$ cat config.mk
export PLATFORM = sky130hd
export DESIGN_NAME = gop_boundary_statistics_core
export DESIGN_NICKNAME = d
export VERILOG_FILES = /design/src/hw/rtl/gbs_pkg.sv /design/src/hw/rtl/gbs_front.sv /design/src/hw/rtl/gbs_queue.sv /design/src/hw/rtl/gbs_back.sv /design/src/hw/rtl/gop_boundary_statistics_core.sv
export SDC_FILE = /design/constraint.sdc
export NUM_CORES = 2
export LEC_CHECK = 0
export BUFFER_PORTS_ARGS = -buffer_cell sky130_fd_sc_hd__buf_2
export CORE_AREA = 2 2 271 327
export CTS_BUF_LIST = sky130_fd_sc_hd__clkbuf_4
export DETAILED_ROUTE_END_ITERATION = 8
export DIE_AREA = 0 0 273 329
export PLACE_DENSITY = 0.61
export SYNTH_ARGS = -nofsm -noshare
export SYNTH_HDL_FRONTEND = slang
export SYNTH_SLANG_ARGS = --single-unit
$ cat constraint.sdc
create_clock -name clk -period 31.8 [get_ports clk]
set_input_delay 3.18 -clock clk [delete_from_list [all_inputs] [get_ports clk]]
set_output_delay 3.18 -clock clk [all_outputs]
set_load 0.1 [all_outputs]
$ cat src/hw/rtl/gbs_pkg.sv
package gbs_pkg;

	localparam int LENGTH_WIDTH = 16;
	localparam int BYTES_WIDTH  = 40;
	localparam int STAMP_WIDTH  = 64;
	localparam int FSIZE_WIDTH  = 32;
	localparam int COUNT_WIDTH  = 32;
	localparam int TYPE_WIDTH   = 2;

	localparam int IN_DATA_BITS   = STAMP_WIDTH + FSIZE_WIDTH;
	localparam int IN_DATA_WIDTH  = ((IN_DATA_BITS + 7) / 8) * 8;
	localparam int IN_USER_WIDTH  = TYPE_WIDTH + 1;
	localparam int OUT_DATA_BITS  = 2 * COUNT_WIDTH + 2 * STAMP_WIDTH + 6 * LENGTH_WIDTH
		+ BYTES_WIDTH;
	localparam int OUT_DATA_WIDTH = ((OUT_DATA_BITS + 7) / 8) * 8;

	localparam int QUEUE_DEPTH = 2;

	typedef enum logic [TYPE_WIDTH-1:0] {
		FT_INTRA   = 2'd0,
		FT_FORWARD = 2'd1,
		FT_BIDIR   = 2'd2,
		FT_OTHER   = 2'd3
	} frame_type_t;

	// How a frame relates to the open group
	typedef enum logic [1:0] {
		KIND_JOIN  = 2'd0,
		KIND_OPEN  = 2'd1,
		KIND_SPLIT = 2'd2
	} kind_t;

	typedef struct packed {
		kind_t                   kind;
		logic                    stream_end;
		frame_type_t             ftype;
		logic [STAMP_WIDTH-1:0]  stamp;
		logic [FSIZE_WIDTH-1:0]  fbytes;
	} item_t;

	typedef struct packed {
		logic [STAMP_WIDTH-1:0]  first;
		logic [STAMP_WIDTH-1:0]  last;
		logic [LENGTH_WIDTH-1:0] len;
		logic [LENGTH_WIDTH-1:0] intra;
		logic [LENGTH_WIDTH-1:0] fwd;
		logic [LENGTH_WIDTH-1:0] bidir;
		logic [BYTES_WIDTH-1:0]  bytes;
	} group_t;

	typedef struct packed {
		logic [COUNT_WIDTH-1:0]  frames_closed;
		logic [LENGTH_WIDTH-1:0] longest;
		logic [LENGTH_WIDTH-1:0] shortest;
		logic [BYTES_WIDTH-1:0]  bytes;
		logic [LENGTH_WIDTH-1:0] bidir;
		logic [LENGTH_WIDTH-1:0] fwd;
		logic [LENGTH_WIDTH-1:0] intra;
		logic [LENGTH_WIDTH-1:0] len;
		logic [STAMP_WIDTH-1:0]  last;
		logic [STAMP_WIDTH-1:0]  first;
		logic [COUNT_WIDTH-1:0]  number;
	} result_t;

	function automatic logic [LENGTH_WIDTH-1:0] len_inc(input logic [LENGTH_WIDTH-1:0] v);
		logic [LENGTH_WIDTH:0] s;
		s = {1'b0, v} + {{LENGTH_WIDTH{1'b0}}, 1'b1};
		return s[LENGTH_WIDTH] ? {LENGTH_WIDTH{1'b1}} : s[LENGTH_WIDTH-1:0];
	endfunction

	function automatic logic [COUNT_WIDTH-1:0] count_inc(input logic [COUNT_WIDTH-1:0] v);
		logic [COUNT_WIDTH:0] s;
		s = {1'b0, v} + {{COUNT_WIDTH{1'b0}}, 1'b1};
		return s[COUNT_WIDTH] ? {COUNT_WIDTH{1'b1}} : s[COUNT_WIDTH-1:0];
	endfunction

	function automatic logic [BYTES_WIDTH-1:0] bytes_add(input logic [BYTES_WIDTH-1:0] v,
		input logic [FSIZE_WIDTH-1:0] a);
		logic [BYTES_WIDTH:0] s;
		s = {1'b0, v} + (BYTES_WIDTH+1)'(a);
		return s[BYTES_WIDTH] ? {BYTES_WIDTH{1'b1}} : s[BYTES_WIDTH-1:0];
	endfunction

	function automatic logic [COUNT_WIDTH-1:0] count_add(input logic [COUNT_WIDTH-1:0] v,
		input logic [LENGTH_WIDTH-1:0] a);
		logic [COUNT_WIDTH:0] s;
		s = {1'b0, v} + (COUNT_WIDTH+1)'(a);
		return s[COUNT_WIDTH] ? {COUNT_WIDTH{1'b1}} : s[COUNT_WIDTH-1:0];
	endfunction

endpackage

$ cat src/hw/rtl/gbs_front.sv
module gbs_front import gbs_pkg::*; (
	input  logic                     clk,
	input  logic                     arst_n,
	input  logic                     s_axis_tvalid,
	output logic                     s_axis_tready,
	input  logic [IN_DATA_WIDTH-1:0] s_axis_tdata,
	input  logic [IN_USER_WIDTH-1:0] s_axis_tuser,
	input  logic                     s_axis_tlast,
	input  logic                     q_full,
	output logic                     q_push,
	output item_t                    q_item
);

	logic open_q;
	logic accept;
	logic boundary;

	assign s_axis_tready = !q_full;
	assign accept        = s_axis_tvalid && s_axis_tready;
	assign q_push        = accept;

	assign boundary = open_q && (frame_type_t'(s_axis_tuser[TYPE_WIDTH-1:0]) == FT_INTRA)
		&& s_axis_tuser[TYPE_WIDTH];

	always_comb begin
		q_item.ftype      = frame_type_t'(s_axis_tuser[TYPE_WIDTH-1:0]);
		q_item.stream_end = s_axis_tlast;
		q_item.stamp      = s_axis_tdata[STAMP_WIDTH-1:0];
		q_item.fbytes     = s_axis_tdata[STAMP_WIDTH +: FSIZE_WIDTH];
		if (!open_q) begin
			q_item.kind = KIND_OPEN;
		end else if (boundary) begin
			q_item.kind = KIND_SPLIT;
		end else begin
			q_item.kind = KIND_JOIN;
		end
	end

	// A group stays open from any frame until the end of the stream
	always_ff @(posedge clk or negedge arst_n) begin
		if (!arst_n) begin
			open_q <= 1'b0;
		end else if (accept) begin
			open_q <= !s_axis_tlast;
		end
	end

endmodule

$ cat src/hw/rtl/gbs_queue.sv
module gbs_queue import gbs_pkg::*; (
	input  logic  clk,
	input  logic  arst_n,
	input  logic  push,
	input  item_t push_item,
	output logic  full,
	input  logic  pop,
	output logic  head_valid,
	output item_t head
);

	localparam int PTR_WIDTH = (QUEUE_DEPTH > 1) ? $clog2(QUEUE_DEPTH) : 1;
	localparam int CNT_WIDTH = $clog2(QUEUE_DEPTH + 1);

	item_t                entry_q [QUEUE_DEPTH];
	logic [PTR_WIDTH-1:0] wr_ptr_q;
	logic [PTR_WIDTH-1:0] rd_ptr_q;
	logic [CNT_WIDTH-1:0] count_q;
	logic                 do_push;
	logic                 do_pop;

	assign full       = (count_q == CNT_WIDTH'(QUEUE_DEPTH));
	assign head_valid = (count_q != '0);
	assign head       = entry_q[rd_ptr_q];
	assign do_push    = push && !full;
	assign do_pop     = pop && head_valid;

	function automatic logic [PTR_WIDTH-1:0] ptr_next(input logic [PTR_WIDTH-1:0] p);
		return (p == PTR_WIDTH'(QUEUE_DEPTH - 1)) ? '0 : p + 1'b1;
	endfunction

	always_ff @(posedge clk or negedge arst_n) begin
		if (!arst_n) begin
			wr_ptr_q <= '0;
			rd_ptr_q <= '0;
			count_q  <= '0;
		end else begin
			if (do_push) wr_ptr_q <= ptr_next(wr_ptr_q);
			if (do_pop)  rd_ptr_q <= ptr_next(rd_ptr_q);
			case ({do_push, do_pop})
				2'b10:   count_q <= count_q + 1'b1;
				2'b01:   count_q <= count_q - 1'b1;
				default: count_q <= count_q;
			endcase
		end
	end

	always_ff @(posedge clk) begin
		if (do_push) entry_q[wr_ptr_q] <= push_item;
	end

endmodule

$ cat src/hw/rtl/gbs_back.sv
module gbs_back import gbs_pkg::*; (
	input  logic                      clk,
	input  logic                      arst_n,
	input  logic                      q_valid,
	input  item_t                     q_head,
	output logic                      q_pop,
	output logic                      m_axis_tvalid,
	input  logic                      m_axis_tready,
	output logic [OUT_DATA_WIDTH-1:0] m_axis_tdata,
	output logic                      m_axis_tlast
);

	group_t                  grp_q;
	logic [COUNT_WIDTH-1:0]  number_q;
	logic [LENGTH_WIDTH-1:0] min_q;
	logic [LENGTH_WIDTH-1:0] max_q;
	logic [COUNT_WIDTH-1:0]  total_q;
	logic                    phase_q;
	logic                    out_valid_q;
	result_t                 out_q;
	logic                    out_final_q;

	group_t                  base;
	group_t                  nxt;
	group_t                  src;
	result_t                 res;
	logic                    split_first;
	logic                    final_res;
	logic                    needs_out;
	logic                    out_free;
	logic                    fire;
	logic                    emit;
	logic [LENGTH_WIDTH-1:0] min_n;
	logic [LENGTH_WIDTH-1:0] max_n;
	logic [COUNT_WIDTH-1:0]  total_n;

	always_comb begin
		base = (q_head.kind == KIND_JOIN) ? grp_q : '0;
		nxt.first = (q_head.kind == KIND_JOIN) ? grp_q.first : q_head.stamp;
		nxt.last  = q_head.stamp;
		nxt.len   = len_inc(base.len);
		nxt.intra = (q_head.ftype == FT_INTRA)   ? len_inc(base.intra) : base.intra;
		nxt.fwd   = (q_head.ftype == FT_FORWARD) ? len_inc(base.fwd)   : base.fwd;
		nxt.bidir = (q_head.ftype == FT_BIDIR)   ? len_inc(base.bidir) : base.bidir;
		nxt.bytes = bytes_add(base.bytes, q_head.fbytes);
	end

	// A split closes the stored group; a stream end flushes the group with this frame in it
	assign split_first = (q_head.kind == KIND_SPLIT) && !phase_q;
	assign src         = (split_first || phase_q) ? grp_q : nxt;
	assign final_res   = !split_first;
	assign needs_out   = phase_q || split_first || q_head.stream_end;
	assign out_free    = !out_valid_q || m_axis_tready;
	assign fire        = q_valid && (!needs_out || out_free);
	assign emit        = fire && needs_out;
	assign q_pop       = fire && !(split_first && q_head.stream_end);

	assign min_n   = (src.len < min_q) ? src.len : min_q;
	assign max_n   = (src.len > max_q) ? src.len : max_q;
	assign total_n = count_add(total_q, src.len);

	always_comb begin
		res.number        = number_q;
		res.first         = src.first;
		res.last          = src.last;
		res.len           = src.len;
		res.intra         = src.intra;
		res.fwd           = src.fwd;
		res.bidir         = src.bidir;
		res.bytes         = src.bytes;
		res.shortest      = min_n;
		res.longest       = max_n;
		res.frames_closed = total_n;
	end

	always_ff @(posedge clk or negedge arst_n) begin
		if (!arst_n) begin
			grp_q       <= '0;
			number_q    <= '0;
			min_q       <= '1;
			max_q       <= '0;
			total_q     <= '0;
			phase_q     <= 1'b0;
			out_valid_q <= 1'b0;
		end else begin
			if (fire) begin
				if (emit && final_res) begin
					// Stream over: back to a fresh stream
					grp_q    <= '0;
					number_q <= '0;
					min_q    <= '1;
					max_q    <= '0;
					total_q  <= '0;
					phase_q  <= 1'b0;
				end else if (emit) begin
					grp_q    <= nxt;
					number_q <= count_inc(number_q);
					min_q    <= min_n;
					max_q    <= max_n;
					total_q  <= total_n;
					phase_q  <= q_head.stream_end;
				end else begin
					grp_q <= nxt;
				end
			end
			if (emit) begin
				out_valid_q <= 1'b1;
			end else if (m_axis_tready) begin
				out_valid_q <= 1'b0;
			end
		end
	end

	always_ff @(posedge clk) begin
		if (emit) begin
			out_q       <= res;
			out_final_q <= final_res;
		end
	end

	assign m_axis_tvalid = out_valid_q;
	assign m_axis_tdata  = OUT_DATA_WIDTH'(out_q);
	assign m_axis_tlast  = out_final_q;

	assert property (@(posedge clk) disable iff (!arst_n)
		phase_q |-> (q_valid && q_head.kind == KIND_SPLIT && q_head.stream_end))
		else $error("second flush pending without a split at stream end");

	assert property (@(posedge clk) disable iff (!arst_n)
		out_valid_q |-> (out_q.len != '0 && out_q.shortest <= out_q.longest))
		else $error("result with empty group or inverted length range");

	assert property (@(posedge clk) disable iff (!arst_n)
		(emit && final_res) |=> (grp_q.len == '0 && number_q == '0 && !phase_q))
		else $error("state not cleared after stream flush");

	assert property (@(posedge clk) disable iff (!arst_n)
		(q_valid && q_head.kind == KIND_JOIN && !phase_q) |-> (grp_q.len != '0))
		else $error("frame joins a group that is not open");

endmodule

$ cat src/hw/rtl/gop_boundary_statistics_core.sv
// Group-of-pictures statistics over a stream of frame descriptors.
// Slave channel s_axis takes one frame descriptor per transaction; tlast marks the
// last frame of a stream. Master channel m_axis gives one transaction per closed
// group, with tlast set on the group flushed at the end of a stream.
// A key I-frame closes the open group and opens the next one; any other last frame of a
// stream joins the open group, which is then flushed, and all statistics return to
// their reset values for the next stream.
// Throughput: one frame per cycle while m_axis takes results. A frame that is both a
// key I-frame and the end of a stream gives two results and leaves the queue only with
// the second. An accepted frame is written into the two-entry queue; the statistics
// unit reads it at the queue head and loads its result into the output register that
// drives m_axis. The second result of a key I-frame at stream end comes after the first.
// Reset clears the open group, group index, totals and the queue; the shortest
// length starts at all ones. When m_axis stalls, the output register holds its
// transaction, the statistics unit stops at the next frame that gives a result,
// and s_axis tready drops once the queue is full. Frames that give no result
// still drain while the output waits.
module gop_boundary_statistics_core import gbs_pkg::*; (
	input  logic                      clk,
	input  logic                      arst_n,
	input  logic                      s_axis_tvalid,
	output logic                      s_axis_tready,
	input  logic [IN_DATA_WIDTH-1:0]  s_axis_tdata,  // timestamp, frame_bytes
	input  logic [IN_USER_WIDTH-1:0]  s_axis_tuser,  // frame_type, key_frame
	input  logic                      s_axis_tlast,  // stream_end
	output logic                      m_axis_tvalid,
	input  logic                      m_axis_tready,
	// group_number, first_stamp, last_stamp, group_length, intra_count, forward_count,
	// bidir_count, group_bytes, shortest_length, longest_length, frames_closed
	output logic [OUT_DATA_WIDTH-1:0] m_axis_tdata,
	output logic                      m_axis_tlast   // final_group
);

	logic  q_full;
	logic  q_push;
	item_t q_item;
	logic  q_pop;
	logic  q_valid;
	item_t q_head;

	gbs_front u_front (
		.clk           (clk),
		.arst_n        (arst_n),
		.s_axis_tvalid (s_axis_tvalid),
		.s_axis_tready (s_axis_tready),
		.s_axis_tdata  (s_axis_tdata),
		.s_axis_tuser  (s_axis_tuser),
		.s_axis_tlast  (s_axis_tlast),
		.q_full        (q_full),
		.q_push        (q_push),
		.q_item        (q_item)
	);

	gbs_queue u_queue (
		.clk        (clk),
		.arst_n     (arst_n),
		.push       (q_push),
		.push_item  (q_item),
		.full       (q_full),
		.pop        (q_pop),
		.head_valid (q_valid),
		.head       (q_head)
	);

	gbs_back u_back (
		.clk           (clk),
		.arst_n        (arst_n),
		.q_valid       (q_valid),
		.q_head        (q_head),
		.q_pop         (q_pop),
		.m_axis_tvalid (m_axis_tvalid),
		.m_axis_tready (m_axis_tready),
		.m_axis_tdata  (m_axis_tdata),
		.m_axis_tlast  (m_axis_tlast)
	);

endmodule
==> results <==
- The critical path is of the flop to flop type.
- The area growth from synthesis to final layout is 16.50%.
- Clock-pin slew was measured on the worst setup and hold paths at 0.07 ns.
- The width of the chip is 273 um.
- The type of destination of the critical path is a flop.
- For the final routed database, the setup TNS stands at 0 ns.
- The HPWL after detailed placement is 65,040 um.
- After synthesis, the share of flip-flops with an asynchronous set or reset is 0.3868.
- The max-capacitance violation count is 0.
- After the last flow step, the layout net total stands at 4,098.
- The number of search-and-repair iterations in the first detailed-routing pass is 6.
- For this configuration, the core starts out at a cell density of 0.4450.
- The final worst-path cycle share is 0.2072.
- The die covers 89,820 sq um.
- The number of slew-limit violations in the final report is 0.
- The fraction of final layout cells with drive strength greater than 1 is 0.2334.
- Across all layers, the routed design uses 28,740 vias.
- Entering global routing, the biggest net connects 119 pins.
- The run finished with clean final reports.
- The number of different library cells used by synthesis comes to 84.
- The most instantiated flip-flop cell in the synthesis netlist is edfxtp_1.
- The chip height is 329 um.
- The synthesized area is 38,690 sq um.
- Data on the critical path is required at its endpoint by 32.45 ns.
- The number of gates resized after CTS was 0.
- No sink is reached through more buffers than the 3 on the longest clock path.
- The number of buffers added to fix hold violations after cts is 0.
- The share of the Yosys chip area taken by registers is 0.6292.
- The average wire per standard cell is 19.79 um.
- The first global-routing pass estimated 160,100 um of wire.
- For this run, design rule violations remaining after detail routing come to 0.
- The kind of path behind the tightest hold check is flop to flop.
- Counting every instance in the synthesized netlist gives 3,399.
- The remaining global-route overflow is 0.
- The setup check on the worst reg-to-reg path leaves a slack of 25.21 ns.
- For the finished layout, the period the worst path requires is 6.590 ns.
- Buffers inserted during clock tree synthesis total 215.
- The via density per instance is 5.468.
- The clock net in this run drives a total of 866 sinks.
- The count of buffers added on input and output ports is 434.
- TritonCTS built the clock tree.
- The congestion estimate from routability-driven global placement came to 0.8313.
- For the worst setup path, the data arrival time is 7.24 ns.
- The initial antenna violation count is 21.
- For this block, the routed nets add up to 104,000 um of wire.
- The maximum fanout along the worst path is 118.
- The aggregate global-route resource usage is 0.2301.
- The number of global-route vias before repair is 27,880.
- Synthesis inferred 866 register bits.
- After synthesis, the mean cell area works out to 11.38 sq um.
- The number of placement rows is 119.
- The transition time of the tightest slew-check pin is 1.079 ns.
- In this run, the number of DRC markers left after iteration 0 of detailed routing was 2,303.
- The library cells used most frequently in the layout, excluding fill and tap cells, are edfxtp_1 (531), o21ai_0 (485), nand2_1 (445), buf_2 (433), clkbuf_4 (330).
- The source-to-sink clock delay at the later pin of the worst-skew pair is 1.13 ns.
- The synthesis warning total is 0.
- The worst slew slack as a fraction of its limit is 0.2757.
- The count of nets left with antenna violations once routing finished came out at 0.
- The CTS root buffer is clkbuf_4.
- The number of synthesized flops with an enable pin is 531.
- Once the clock tree was built, the setup fixing pass inserted 0 buffers.
- The area inside the core boundary is 86,950 sq um.
- The number of top-level pins is 435.
- The number of hold-slack violations in the final timing report was 0.
- Setup repair after global routing left no endpoint under its margin.
- Between clock sinks in the finished design, the worst skew comes to 0.1084 ns.
- The highest clock rate is 151.7 MHz.
- The startpoint class of the critical path is a flop.
- The number of nets produced by synthesis is 3,588.
- The clock tree synthesis step divided the H-tree into 4 levels.
- The most common cell after layout, fill and taps aside is edfxtp_1.
- The number of endpoints failing setup at the final stage is 0.
[Yosys cell counts, drive strengths merged, types with 55 or more instances]
library cell	n	area share
and2	55	0.0089
ha	83	0.027
mux2i	70	0.018
nand2	448	0.044
o21ai	494	0.064
nor2	240	0.023
inv	61	0.0059
dfrtp	319	0.21
a21oi	250	0.033
clkbuf	159	0.015
edfxtp	531	0.41
nand3	55	0.0071
[critical path, stage by stage, from the launching register on]
cell and delay, ns:
dfrtp_4 0.96, nor2_1 0.25, a221o_4 0.74, nor2_1 0.53, o22a_2 0.24, buf_4 0.46, o21ai_4 0.09, buf_4 0.33
inv_8 0.60, buf_4 0.85, buf_4 0.91
[routing by layer]
| layer | part of all wire | wire (um) | track usage |
|---|---|---|---|
| met5 | 0.0019 | 197 | 0 |
| met4 | 0.025 | 2645 | 0.08019 |
| met3 | 0.064 | 6660 | 0.05744 |
| met2 | 0.48 | 50050 | 0.3730 |
| met1 | 0.43 | 44470 | 0.3021 |
[flip-flops by register name (all words and copies together), names as in the netlist, 2 cells and up]
register             flops
u_back.m_axis_tdata    328
u_back.max_q            16
u_back.total_q          32
u_back.grp_q           232
u_back.number_q         32
u_queue.entry_q        202
u_queue.count_q          2
u_back.min_q            16
[stage by stage]
stage	cells	setup slack, ns	hold slack (ns)	area (sq um)	utilization
global route	5254	24.73	0.4887	45070	0.5183
detailed placement	4841	24.10	0.4581	42050	0.4836
CTS	5249	25.11	0.4730	45060	0.5182
global placement	4841	24.14	0.4526	42050	0.4836
floorplan	3399	17.83	0.4391	38690	-
finish	5257	25.21	0.4668	45080	0.5184
[final cells by class]
class	instances	area, sq um
multi-input cells	2279	13460
inverters	63	244.0
clock buffers	330	2477
well taps	1149	1438
flip-flops and latches	866	24350
repair buffers	484	2557
fillers	7932	41870
diodes	8	20.02
clock inverters	78	531.8
[kinds of logic after synthesis]
| family | Yosys count | synth area share |
|---|---|---|
| AO/OA/AOI/OAI | 1049 | 0.1608 |
| XOR/XNOR | 50 | 0.01132 |
| adder cells (fa/ha/maj) | 85 | 0.02787 |
| buffers and inverters | 254 | 0.02574 |
| flip-flops | 866 | 0.6292 |
| multiplexers | 121 | 0.03295 |
| AND/OR/NAND/NOR | 974 | 0.1121 |
[path summary, 6_finish.rpt]
kind,from,end,cells past startpoint
min in group asynchronous,arst_n,u_back.max_q[10],1
max in group asynchronous,arst_n,u_back.grp_q[164],3
worst max-delay path,u_queue.rd_ptr_q,u_back.m_axis_tdata[41],10
worst max register to register,u_queue.rd_ptr_q,u_back.m_axis_tdata[41],10
worst min register to register,u_back.grp_q[113],u_back.m_axis_tdata[105],2
worst min-delay path,u_back.grp_q[113],u_back.m_axis_tdata[105],2
Power is not shown: default switching activity piles up to over one toggle a cycle in this logic, so the estimate is an artifact.
